## config.mk

```make
export PLATFORM = sky130hd
export DESIGN_NAME = first_fit_free_list_allocator_unit
export DESIGN_NICKNAME = d
export VERILOG_FILES = /design/src/hdl/ffa_pkg.sv /design/src/hdl/first_fit_free_list_allocator_unit.sv
export SDC_FILE = /design/constraint.sdc
export NUM_CORES = 2
export LEC_CHECK = 0
export BUFFER_PORTS_ARGS = -buffer_cell sky130_fd_sc_hd__buf_4
export CAP_MARGIN = 10
export CORE_MARGIN = 8
export CORE_UTILIZATION = 50
export CTS_CLUSTER_SIZE = 10
export DETAILED_ROUTE_END_ITERATION = 10
export GPL_TIMING_DRIVEN = 0
export MAX_ROUTING_LAYER = met4
export PLACE_DENSITY = 0.65
export SLEW_MARGIN = 20
export SYNTH_ARGS = -nofsm -noshare
export SYNTH_HDL_FRONTEND = slang
export SYNTH_SLANG_ARGS = --single-unit
export TNS_END_PERCENT = 20
```

## constraint.sdc

```tcl
create_clock -name clk -period 7.35 [get_ports clk]
set_input_delay 2.205 -clock clk [delete_from_list [all_inputs] [get_ports clk]]
set_output_delay 2.205 -clock clk [all_outputs]
set_load 0.01 [all_outputs]
```

## src/hdl/ffa_pkg.sv

```systemverilog
// ============================================================================
// First-fit free-list allocator package
// Arena geometry, index and size widths, and the sequencer states.
// ============================================================================
`default_nettype none

package ffa_pkg;

  localparam int ARENA_BYTES  = 1024;
  localparam int HEADER_BYTES = 16;
  localparam int UNITS        = ARENA_BYTES / HEADER_BYTES;
  localparam int UNIT_W       = $clog2(UNITS);
  localparam int IDX_W        = UNIT_W + 1;
  localparam int SIZE_W       = $clog2(2 * ARENA_BYTES);
  localparam int HDR_SHIFT    = $clog2(HEADER_BYTES);
  localparam int OFF_W        = 10;
  localparam int REQ_W        = 10;
  localparam int LG_W         = 3;
  localparam int SUM_W        = SIZE_W + 1;
  localparam int PAD_W        = 7;

  localparam logic [IDX_W-1:0] NIL = IDX_W'(UNITS);

  localparam logic ACT_ALLOC = 1'b0;
  localparam logic ACT_FREE  = 1'b1;

  typedef enum logic [3:0] {
    ST_INIT,
    ST_IDLE,
    ST_WALK,
    ST_A_FIT,
    ST_A_LINK,
    ST_F_INS1,
    ST_F_INS2,
    ST_F_RDN,
    ST_F_CHKN,
    ST_F_CHKN2,
    ST_F_RDP,
    ST_F_CHKP,
    ST_DONE
  } state_t;

  function automatic logic [IDX_W-1:0] clamp_idx(input logic [IDX_W-1:0] v);
    clamp_idx = (v >= NIL) ? NIL : v;
  endfunction

endpackage

`default_nettype wire

```

## src/hdl/first_fit_free_list_allocator_unit.sv

```systemverilog
// ============================================================================
// First-fit free-list allocator unit
// Address-ordered free list over one arena, with split on allocate and
// coalescing of neighbors on free, walked one node per cycle.
// ============================================================================
// Usage:
//   The input channel (in_valid/in_ready) carries one item: action 0
//   allocates request_size bytes with the block end aligned to
//   2**align_log2 (at least 16), action 1 frees the block at free_offset.
//   The output channel (out_valid/out_ready) returns one item per input:
//   granted and, for a successful allocation, the payload offset.
//   The list walk visits one free node per cycle through the registered
//   read port of the header memories; a walk reads at most 64 list nodes.
//   A refused item (bad padding, bad free offset) skips the walk and goes
//   from idle straight to the done state.
//   One item is in work at a time; in_ready is high only while idle.
//   After reset the block writes the initial arena header in its init
//   state, then accepts items. The result sits in an output register:
//   the block takes the next item while the result waits, but does not
//   finish that item until the receiver has taken the earlier one.
// ============================================================================
`default_nettype none

module first_fit_free_list_allocator_unit (
  input  wire logic                      clk,
  input  wire logic                      rst,
  input  wire logic                      in_valid,
  output logic                           in_ready,
  input  wire logic                      action,
  input  wire logic [ffa_pkg::REQ_W-1:0] request_size,
  input  wire logic [ffa_pkg::LG_W-1:0]  align_log2,
  input  wire logic [ffa_pkg::OFF_W-1:0] free_offset,
  output logic                           out_valid,
  input  wire logic                      out_ready,
  output logic                           granted,
  output logic [ffa_pkg::OFF_W-1:0]      block_offset
);

  import ffa_pkg::*;

  logic [SIZE_W-1:0] size_mem [UNITS];
  logic [IDX_W-1:0]  link_mem [UNITS];
  logic [SIZE_W-1:0] rd_size;
  logic [IDX_W-1:0]  rd_link;
  logic [UNIT_W-1:0] rd_addr;

  logic              size_we;
  logic [UNIT_W-1:0] size_wa;
  logic [SIZE_W-1:0] size_wd;
  logic              link_we;
  logic [UNIT_W-1:0] link_wa;
  logic [IDX_W-1:0]  link_wd;

  state_t            state, state_next;
  logic [IDX_W-1:0]  head, head_next;
  logic              op_free, op_free_next;
  logic [UNIT_W-1:0] node, node_next;
  logic [IDX_W-1:0]  cur, cur_next;
  logic [IDX_W-1:0]  prev, prev_next;
  logic [UNIT_W-1:0] steps, steps_next;
  logic [SIZE_W-1:0] wanted, wanted_next;
  logic [SIZE_W-1:0] grant_size, grant_size_next;
  logic [IDX_W-1:0]  after, after_next;
  logic [SIZE_W-1:0] node_size, node_size_next;
  logic [IDX_W-1:0]  node_link, node_link_next;
  logic              res_granted, res_granted_next;
  logic [OFF_W-1:0]  res_offset, res_offset_next;
  logic              out_load;

  logic [SIZE_W-1:0] req_sum;
  logic [PAD_W-1:0]  pad_mask;
  logic [PAD_W-1:0]  pad;
  logic              off_ok;
  logic [IDX_W-1:0]  rd_link_c;
  logic [IDX_W-1:0]  head_c;
  logic [SUM_W-1:0]  need;
  logic [SUM_W-1:0]  stepb;
  logic [IDX_W:0]    split_unit;
  logic [SUM_W-1:0]  node_end;
  logic [SUM_W-1:0]  prev_end;

  always_ff @(posedge clk) begin
    if (size_we) begin
      size_mem[size_wa] <= size_wd;
    end
    if (link_we) begin
      link_mem[link_wa] <= link_wd;
    end
    rd_size <= size_mem[rd_addr];
    rd_link <= link_mem[rd_addr];
  end

  assign req_sum    = SIZE_W'(HEADER_BYTES) + SIZE_W'(request_size);
  assign pad_mask   = (align_log2 < LG_W'(HDR_SHIFT)) ? PAD_W'(HEADER_BYTES - 1)
                    : PAD_W'((8'd1 << align_log2) - 8'd1);
  assign pad        = PAD_W'(SIZE_W'(0) - req_sum) & pad_mask;
  assign off_ok     = (free_offset[HDR_SHIFT-1:0] == '0) &&
                      (free_offset[OFF_W-1:HDR_SHIFT] != '0);
  assign rd_link_c  = clamp_idx(rd_link);
  assign head_c     = clamp_idx(head);
  assign need       = SUM_W'(wanted) + SUM_W'(HEADER_BYTES + 1);
  assign stepb      = SUM_W'(wanted) + SUM_W'(HEADER_BYTES);
  assign split_unit = (IDX_W + 1)'(cur) + (IDX_W + 1)'(stepb >> HDR_SHIFT);
  assign node_end   = (SUM_W'(node) << HDR_SHIFT) + SUM_W'(HEADER_BYTES) +
                      SUM_W'(node_size);
  assign prev_end   = (SUM_W'(prev) << HDR_SHIFT) + SUM_W'(HEADER_BYTES) +
                      SUM_W'(rd_size);

  always_ff @(posedge clk) begin
    if (rst) begin
      state     <= ST_INIT;
      head      <= '0;
      out_valid <= 1'b0;
    end else begin
      state <= state_next;
      head  <= head_next;
      if (out_load) begin
        out_valid <= 1'b1;
      end else if (out_ready) begin
        out_valid <= 1'b0;
      end
    end
  end

  always_ff @(posedge clk) begin
    op_free     <= op_free_next;
    node        <= node_next;
    cur         <= cur_next;
    prev        <= prev_next;
    steps       <= steps_next;
    wanted      <= wanted_next;
    grant_size  <= grant_size_next;
    after       <= after_next;
    node_size   <= node_size_next;
    node_link   <= node_link_next;
    res_granted <= res_granted_next;
    res_offset  <= res_offset_next;
    if (out_load) begin
      granted      <= res_granted;
      block_offset <= res_offset;
    end
  end

  always_comb begin
    state_next       = state;
    head_next        = head;
    op_free_next     = op_free;
    node_next        = node;
    cur_next         = cur;
    prev_next        = prev;
    steps_next       = steps;
    wanted_next      = wanted;
    grant_size_next  = grant_size;
    after_next       = after;
    node_size_next   = node_size;
    node_link_next   = node_link;
    res_granted_next = res_granted;
    res_offset_next  = res_offset;
    rd_addr          = cur[UNIT_W-1:0];
    size_we          = 1'b0;
    size_wa          = '0;
    size_wd          = '0;
    link_we          = 1'b0;
    link_wa          = '0;
    link_wd          = '0;
    in_ready         = 1'b0;
    out_load         = 1'b0;

    unique case (state)
      ST_INIT: begin
        size_we    = 1'b1;
        size_wd    = SIZE_W'(ARENA_BYTES - HEADER_BYTES);
        link_we    = 1'b1;
        link_wd    = NIL;
        head_next  = '0;
        state_next = ST_IDLE;
      end

      ST_IDLE: begin
        in_ready         = 1'b1;
        rd_addr          = head_c[UNIT_W-1:0];
        cur_next         = head_c;
        prev_next        = NIL;
        steps_next       = '0;
        op_free_next     = (action == ACT_FREE);
        wanted_next      = SIZE_W'(request_size) + SIZE_W'(pad);
        node_next        = UNIT_W'(free_offset[OFF_W-1:HDR_SHIFT] - 1'b1);
        res_granted_next = 1'b0;
        res_offset_next  = '0;
        if (in_valid) begin
          if (action == ACT_ALLOC) begin
            state_next = (pad > PAD_W'(HEADER_BYTES)) ? ST_DONE : ST_WALK;
          end else begin
            state_next = off_ok ? ST_WALK : ST_DONE;
          end
        end
      end

      ST_WALK: begin
        if (!op_free) begin
          if (cur == NIL) begin
            state_next = ST_DONE;
          end else if (wanted > rd_size) begin
            if (steps == UNIT_W'(UNITS - 1)) begin
              state_next = ST_DONE;
            end else begin
              steps_next = steps + 1'b1;
              prev_next  = cur;
              cur_next   = rd_link_c;
              rd_addr    = rd_link_c[UNIT_W-1:0];
            end
          end else begin
            state_next = ST_A_FIT;
          end
        end else begin
          if (cur == NIL || IDX_W'(node) < cur) begin
            state_next = ST_F_INS1;
          end else if (steps == UNIT_W'(UNITS - 1)) begin
            cur_next   = NIL;
            state_next = ST_F_INS1;
          end else begin
            steps_next = steps + 1'b1;
            prev_next  = cur;
            cur_next   = rd_link_c;
            rd_addr    = rd_link_c[UNIT_W-1:0];
          end
        end
      end

      ST_A_FIT: begin
        if (SUM_W'(rd_size) >= need && split_unit < (IDX_W + 1)'(UNITS)) begin
          size_we         = 1'b1;
          size_wa         = split_unit[UNIT_W-1:0];
          size_wd         = rd_size - stepb[SIZE_W-1:0];
          link_we         = 1'b1;
          link_wa         = split_unit[UNIT_W-1:0];
          link_wd         = rd_link_c;
          after_next      = split_unit[IDX_W-1:0];
          grant_size_next = wanted;
        end else begin
          after_next      = rd_link_c;
          grant_size_next = rd_size;
        end
        state_next = ST_A_LINK;
      end

      ST_A_LINK: begin
        if (prev == NIL) begin
          head_next = after;
        end else begin
          link_we = 1'b1;
          link_wa = prev[UNIT_W-1:0];
          link_wd = after;
        end
        size_we          = 1'b1;
        size_wa          = cur[UNIT_W-1:0];
        size_wd          = grant_size;
        res_granted_next = 1'b1;
        res_offset_next  = OFF_W'((SUM_W'(cur) + 1'b1) << HDR_SHIFT);
        state_next       = ST_DONE;
      end

      ST_F_INS1: begin
        link_we    = 1'b1;
        link_wa    = node;
        link_wd    = cur;
        state_next = ST_F_INS2;
      end

      ST_F_INS2: begin
        if (prev == NIL) begin
          head_next = IDX_W'(node);
        end else begin
          link_we = 1'b1;
          link_wa = prev[UNIT_W-1:0];
          link_wd = IDX_W'(node);
        end
        state_next = ST_F_RDN;
      end

      ST_F_RDN: begin
        rd_addr    = node;
        state_next = ST_F_CHKN;
      end

      ST_F_CHKN: begin
        node_size_next = rd_size;
        node_link_next = rd_link_c;
        rd_addr        = rd_link_c[UNIT_W-1:0];
        state_next     = ST_F_CHKN2;
      end

      ST_F_CHKN2: begin
        if (node_link != NIL &&
            node_end == (SUM_W'(node_link) << HDR_SHIFT)) begin
          size_we        = 1'b1;
          size_wa        = node;
          size_wd        = node_size + SIZE_W'(HEADER_BYTES) + rd_size;
          link_we        = 1'b1;
          link_wa        = node;
          link_wd        = rd_link_c;
          node_size_next = node_size + SIZE_W'(HEADER_BYTES) + rd_size;
          node_link_next = rd_link_c;
        end
        state_next = ST_F_RDP;
      end

      ST_F_RDP: begin
        rd_addr    = prev[UNIT_W-1:0];
        state_next = ST_F_CHKP;
      end

      ST_F_CHKP: begin
        if (prev != NIL && prev_end == (SUM_W'(node) << HDR_SHIFT)) begin
          size_we = 1'b1;
          size_wa = prev[UNIT_W-1:0];
          size_wd = rd_size + SIZE_W'(HEADER_BYTES) + node_size;
          link_we = 1'b1;
          link_wa = prev[UNIT_W-1:0];
          link_wd = node_link;
        end
        res_granted_next = 1'b1;
        res_offset_next  = '0;
        state_next       = ST_DONE;
      end

      ST_DONE: begin
        if (!out_valid || out_ready) begin
          out_load   = 1'b1;
          state_next = ST_IDLE;
        end
      end

      default: begin
        state_next = ST_IDLE;
      end
    endcase
  end

endmodule

`default_nettype wire

```

==> reports/qor.log <==
[sta] number of pins exceeding their max-slew limit in the final report 0
[routing] Antenna Nets Post-Route 0
[min_path] hold-critical path depth 0
[routing] routed vias 38,500
[setup_path] cell occurring most often along the worst timing path sky130_fd_sc_hd__buf_2
[cts] H-tree depth 4
[logic_synthesis] Seq cells post-synth 1,270
[cts] CTS tree yes
[finish] number of nets in the final layout 4,714
[cts] number of clock sinks seen by CTS 1,270
[flow_run] number of maximum-capacitance violations 0
[routing] Routed WL 182,000 um
[place] number of port buffers 36
[logic_synthesis] fraction of synthesis flops using an asynchronous set or reset pin 0%
[sta] worst relative slew slack 20.1%
[logic_synthesis] top cells by area in the synthesized netlist sky130_fd_sc_hd__edfxtp_1, sky130_fd_sc_hd__nand2_1, sky130_fd_sc_hd__nand3_1
[routing] routed length per instance 29.8 um
[routing] violation count after the first detailed-route iteration 5,498
[routing] number of remaining DRC errors 0
[global_route] largest net degree at the start of global routing 43
[global_route] antenna violations before repair 9
[pwr] pwr dens 338 nW/um^2
[logic_synthesis] most used flip-flop cell after synthesis sky130_fd_sc_hd__edfxtp_1
[routing] first-pass detailed-route iteration total 8
[cts] maximum clock insertion buffer count 3
[routing] detailed route wirelength on metal2 82,000 um
[setup_path] CP max stage delay 0.96 ns
[pwr] maximum VDD drop 0.000195 V
[setup_path] Worst path depth 16
[place] Routability Congestion 1.05
[routing] Met3 Wirelength 20,600 um
[setup_path] series of cell instances along the critical path inv_1 > ha_1 > nand3_1 > nor3_1 > a221oi_1 > a31o_2 > o32a_1 > buf_2 > nand2_1 > buf_2 > nor2_1 > clkbuf_1 > a32oi_1 > nand4b_1 > nand4_1 > or3_1
[logic_synthesis] Synth warnings 0
[setup_path] CP Data Required Time 7.96 ns
[die] count of standard-cell rows 122
[routing] Met1 Routed Length 67,400 um
[sta] Setup Viol. Count Final 0
[cts] clock transition at the registers of the reported paths 0.05 ns
[sta] number of hold violations in the final report 0
[finish] summed area of non-filler cells in the final layout 62,700 sq um
[routing] routed via count divided by cell count 6.30
[sta] timing-limited maximum frequency 137 MHz
[routing] DR top layer met4
[logic_synthesis] Synth cell types 85
[logic_synthesis] area share of the largest cell type after synthesis 67.5%
[sta] Max Clock Skew 0.0318 ns
[cts] CTS Buf Count 146
[setup_path] Critical Path Source Type flop
[sta] crit share post-route 99.0%
[setup_path] setup slack of the most critical reg-to-reg path 0.07 ns
[die] Initial Util 50.1%
[sta] unrepaired setup endpoints after global routing no
[logic_synthesis] post-synth top area cell sky130_fd_sc_hd__edfxtp_1
[finish] fin util 56.9%
[outcome] result of the run completed
[cts] CTS hold repair buffers 0
[setup_path] Slowest cell on crit path sky130_fd_sc_hd__a221oi_1
[logic_synthesis] Avg Inst Size Synth 12.7 sq um
[global_route] wire length of the first global-routing pass 256,000 um
[global_route] overall track demand over capacity in global routing 30.1%
[logic_synthesis] instance count of the mapped netlist 4,345
[setup_path] sort of element at the end of the critical path flop
[logic_synthesis] area of the mapped netlist 55,100 sq um
[die] I/O Pins 41
[global_route] number of global-route vias before repair 36,600
[cts] clk_lat worst skew 0.76 ns
[sta] final worst path period need 7.28 ns
[logic_synthesis] number of enable-type register cells in the synthesized netlist 1,240
[setup_path] r2r worst-path depth 16
[min_path] type of the tightest min-delay check reg2reg
[die] Chip Width 348 um
[setup_path] Worst Path Buf+Inv 4
[die] Die Y-Extent 348 um
[cts] clock root buffer sky130_fd_sc_hd__clkbuf_16
[logic_synthesis] part of the Yosys area used for sequential elements 68.6%
[pwr] Static Leakage 0.0219 uW
[global_route] total global routing overflow 0
[die] Floorplan Core Area 110,000 sq um
[cts] number of instances resized during post-cts repair 0
[place] dpl hpwl 131,000 um
[setup_path] cell family with the largest share of critical-path delay simple AND/OR/NAND/NOR gates
[setup_path] Max Fanout on Critical Path 10
[place] Placement Cell Area 58,600 sq um
[finish] area growth from synthesis to layout 13.7%
[setup_path] signal arrival time at the worst endpoint 7.88 ns
[sta] hold slack final 0.422 ns
[setup_path] worst setup path class reg2reg
[cts] Post CTS Setup Buffer Count 0
[finish] fraction of layout instances using a drive strength above 1 9.94%
[pwr] power consumption 21,200 uW
[die] area of the die 121,000 sq um
[sta] slew of the pin with the lowest slew margin 1.19 ns
==> Yosys cell counts (20+ instances only) <==
cell type and instances:
sky130_fd_sc_hd__nand2b_1 21, sky130_fd_sc_hd__a211oi_1 101, sky130_fd_sc_hd__o221ai_1 25, sky130_fd_sc_hd__a31oi_1 74, sky130_fd_sc_hd__a21oi_1 111, sky130_fd_sc_hd__ha_1 101
sky130_fd_sc_hd__mux2i_1 118, sky130_fd_sc_hd__o21ai_0 59, sky130_fd_sc_hd__inv_1 66, sky130_fd_sc_hd__a21o_1 22, sky130_fd_sc_hd__nor2b_1 23, sky130_fd_sc_hd__buf_1 28
sky130_fd_sc_hd__a221oi_1 24, sky130_fd_sc_hd__xnor2_1 51, sky130_fd_sc_hd__nor2_1 199, sky130_fd_sc_hd__buf_2 88, sky130_fd_sc_hd__xor2_1 30, sky130_fd_sc_hd__clkbuf_1 144
sky130_fd_sc_hd__a32oi_1 35, sky130_fd_sc_hd__and3_1 88, sky130_fd_sc_hd__nor3_1 21, sky130_fd_sc_hd__edfxtp_1 1240, sky130_fd_sc_hd__a22oi_1 20, sky130_fd_sc_hd__nand2_1 915
sky130_fd_sc_hd__or3_1 36, sky130_fd_sc_hd__nand3_1 358, sky130_fd_sc_hd__nand4_1 70, sky130_fd_sc_hd__dfxtp_1 30
==> cells by family (layout without fill, tap and decap cells) <==
group	after synthesis	after routing	share of synthesized area [%]
muxes	127	127	2.33
other	1	12	0.00680
xor gates and xnor gates	81	81	1.29
buffers and inverters	335	602	2.54
adders and majority gates	106	106	2.47
and+or+nand+nor	1818	1818	14.9
DFF	1270	1270	68.6
AOI/OAI and AO/OA	607	607	7.79
==> power by group <==
group | internal (uW) | switching (uW)
Combinational | 1810 | 4430
Clock | 3640 | 2770
Sequential | 8300 | 213
==> state kept, by name, summed over array words and instances (netlist names) <==
name          flops
res_granted       1
op_free           1
res_offset        6
rd_link           7
head              7
size_mem        704
block_offset      6
granted           1
link_mem        448
node_size        11
prev              7
steps             6
grant_size       11
node              6
rd_size          11
after             7
state             4
wanted           11
cur               7
out_valid         1
node_link         7
==> placed cells by master, fill, tap and decap left out, types with 11 or more instances in the layout <==
cell / n
sky130_fd_sc_hd__buf_2: 90
sky130_fd_sc_hd__a211oi_1: 100
sky130_fd_sc_hd__o21ai_0: 58
sky130_fd_sc_hd__a31oi_1: 74
sky130_fd_sc_hd__a2111oi_0: 11
sky130_fd_sc_hd__o21bai_1: 12
sky130_fd_sc_hd__buf_1: 28
sky130_fd_sc_hd__nand4b_1: 17
sky130_fd_sc_hd__nor2b_1: 23
sky130_fd_sc_hd__a21oi_1: 110
sky130_fd_sc_hd__and3_1: 88
sky130_fd_sc_hd__or2_2: 11
sky130_fd_sc_hd__a21boi_0: 18
sky130_fd_sc_hd__nand3_1: 349
sky130_fd_sc_hd__buf_16: 25
sky130_fd_sc_hd__clkbuf_1: 164
sky130_fd_sc_hd__nor2_2: 54
sky130_fd_sc_hd__dfxtp_1: 30
sky130_fd_sc_hd__edfxtp_1: 1240
sky130_fd_sc_hd__or3_1: 36
sky130_fd_sc_hd__nor2_1: 147
sky130_fd_sc_hd__inv_1: 66
sky130_fd_sc_hd__a22oi_1: 20
sky130_fd_sc_hd__a221oi_1: 23
sky130_fd_sc_hd__ha_1: 101
sky130_fd_sc_hd__nand2b_1: 21
sky130_fd_sc_hd__a32oi_1: 35
sky130_fd_sc_hd__a21o_1: 22
sky130_fd_sc_hd__clkbuf_16: 150
sky130_fd_sc_hd__xnor2_1: 51
sky130_fd_sc_hd__o221ai_1: 18
sky130_fd_sc_hd__nand3b_1: 16
sky130_fd_sc_hd__nor3_1: 18
sky130_fd_sc_hd__xor2_1: 30
sky130_fd_sc_hd__nand2_1: 915
sky130_fd_sc_hd__buf_4: 51
sky130_fd_sc_hd__nand4_1: 70
sky130_fd_sc_hd__mux2i_1: 118
sky130_fd_sc_hd__o2111ai_1: 17
==> worst register-to-register path, stage by stage, from the launching register on <==
cell,delay (ns)
sky130_fd_sc_hd__dfxtp_1,0.52
sky130_fd_sc_hd__inv_1,0.24
sky130_fd_sc_hd__ha_1,0.42
sky130_fd_sc_hd__nand3_1,0.13
sky130_fd_sc_hd__nor3_1,0.05
sky130_fd_sc_hd__a221oi_1,0.96
sky130_fd_sc_hd__a31o_2,0.38
sky130_fd_sc_hd__o32a_1,0.48
sky130_fd_sc_hd__buf_2,0.43
sky130_fd_sc_hd__nand2_1,0.11
sky130_fd_sc_hd__buf_2,0.29
sky130_fd_sc_hd__nor2_1,0.90
sky130_fd_sc_hd__clkbuf_1,0.69
sky130_fd_sc_hd__a32oi_1,0.32
sky130_fd_sc_hd__nand4b_1,0.36
sky130_fd_sc_hd__nand4_1,0.32
sky130_fd_sc_hd__or3_1,0.52
==> per-stage QoR <==
stage               worst slack (ns)   TNS, ns  instances
floorplan                       1.09         0       4349
finish                        0.0741         0       6111
global route                   0.200         0       6107
global placement               -4.61  -1415.99       5873
CTS                            0.452         0       6104
detailed placement             0.459         0       5920
==> final timing paths <==
| check | from | to |
|---|---|---|
| hold reg to reg | res_offset[5] | block_offset[5] |
| setup / recovery | rd_size[4] | rd_size[2] |
| hold / removal | res_offset[5] | block_offset[5] |
| setup reg to reg | rd_size[4] | rd_size[2] |
==> routing by layer <==
| metal | global-route usage, % | vias to the layer above |
|---|---|---|
| met2 | 45.4 | 2417 |
| met4 | 17.0 | 0 |
| met3 | 7.44 | 539 |
| met5 | - | - |
| met1 | 37.4 | 18900 |
| li1 | - | 16700 |
==> cell type report <==
type                       count  area (sq um)
sequential                  1270         37800
timing repair buffer          83          1210
inverter                      68           255
buffer                       267          1150
multi-input combinational   2744         16400
antenna                        7          17.5
fill                        8817         47400
clock buffer                 171          3830
tap                         1488          1860
clock inverter                13           158
(Power assumes the default switching activity.)
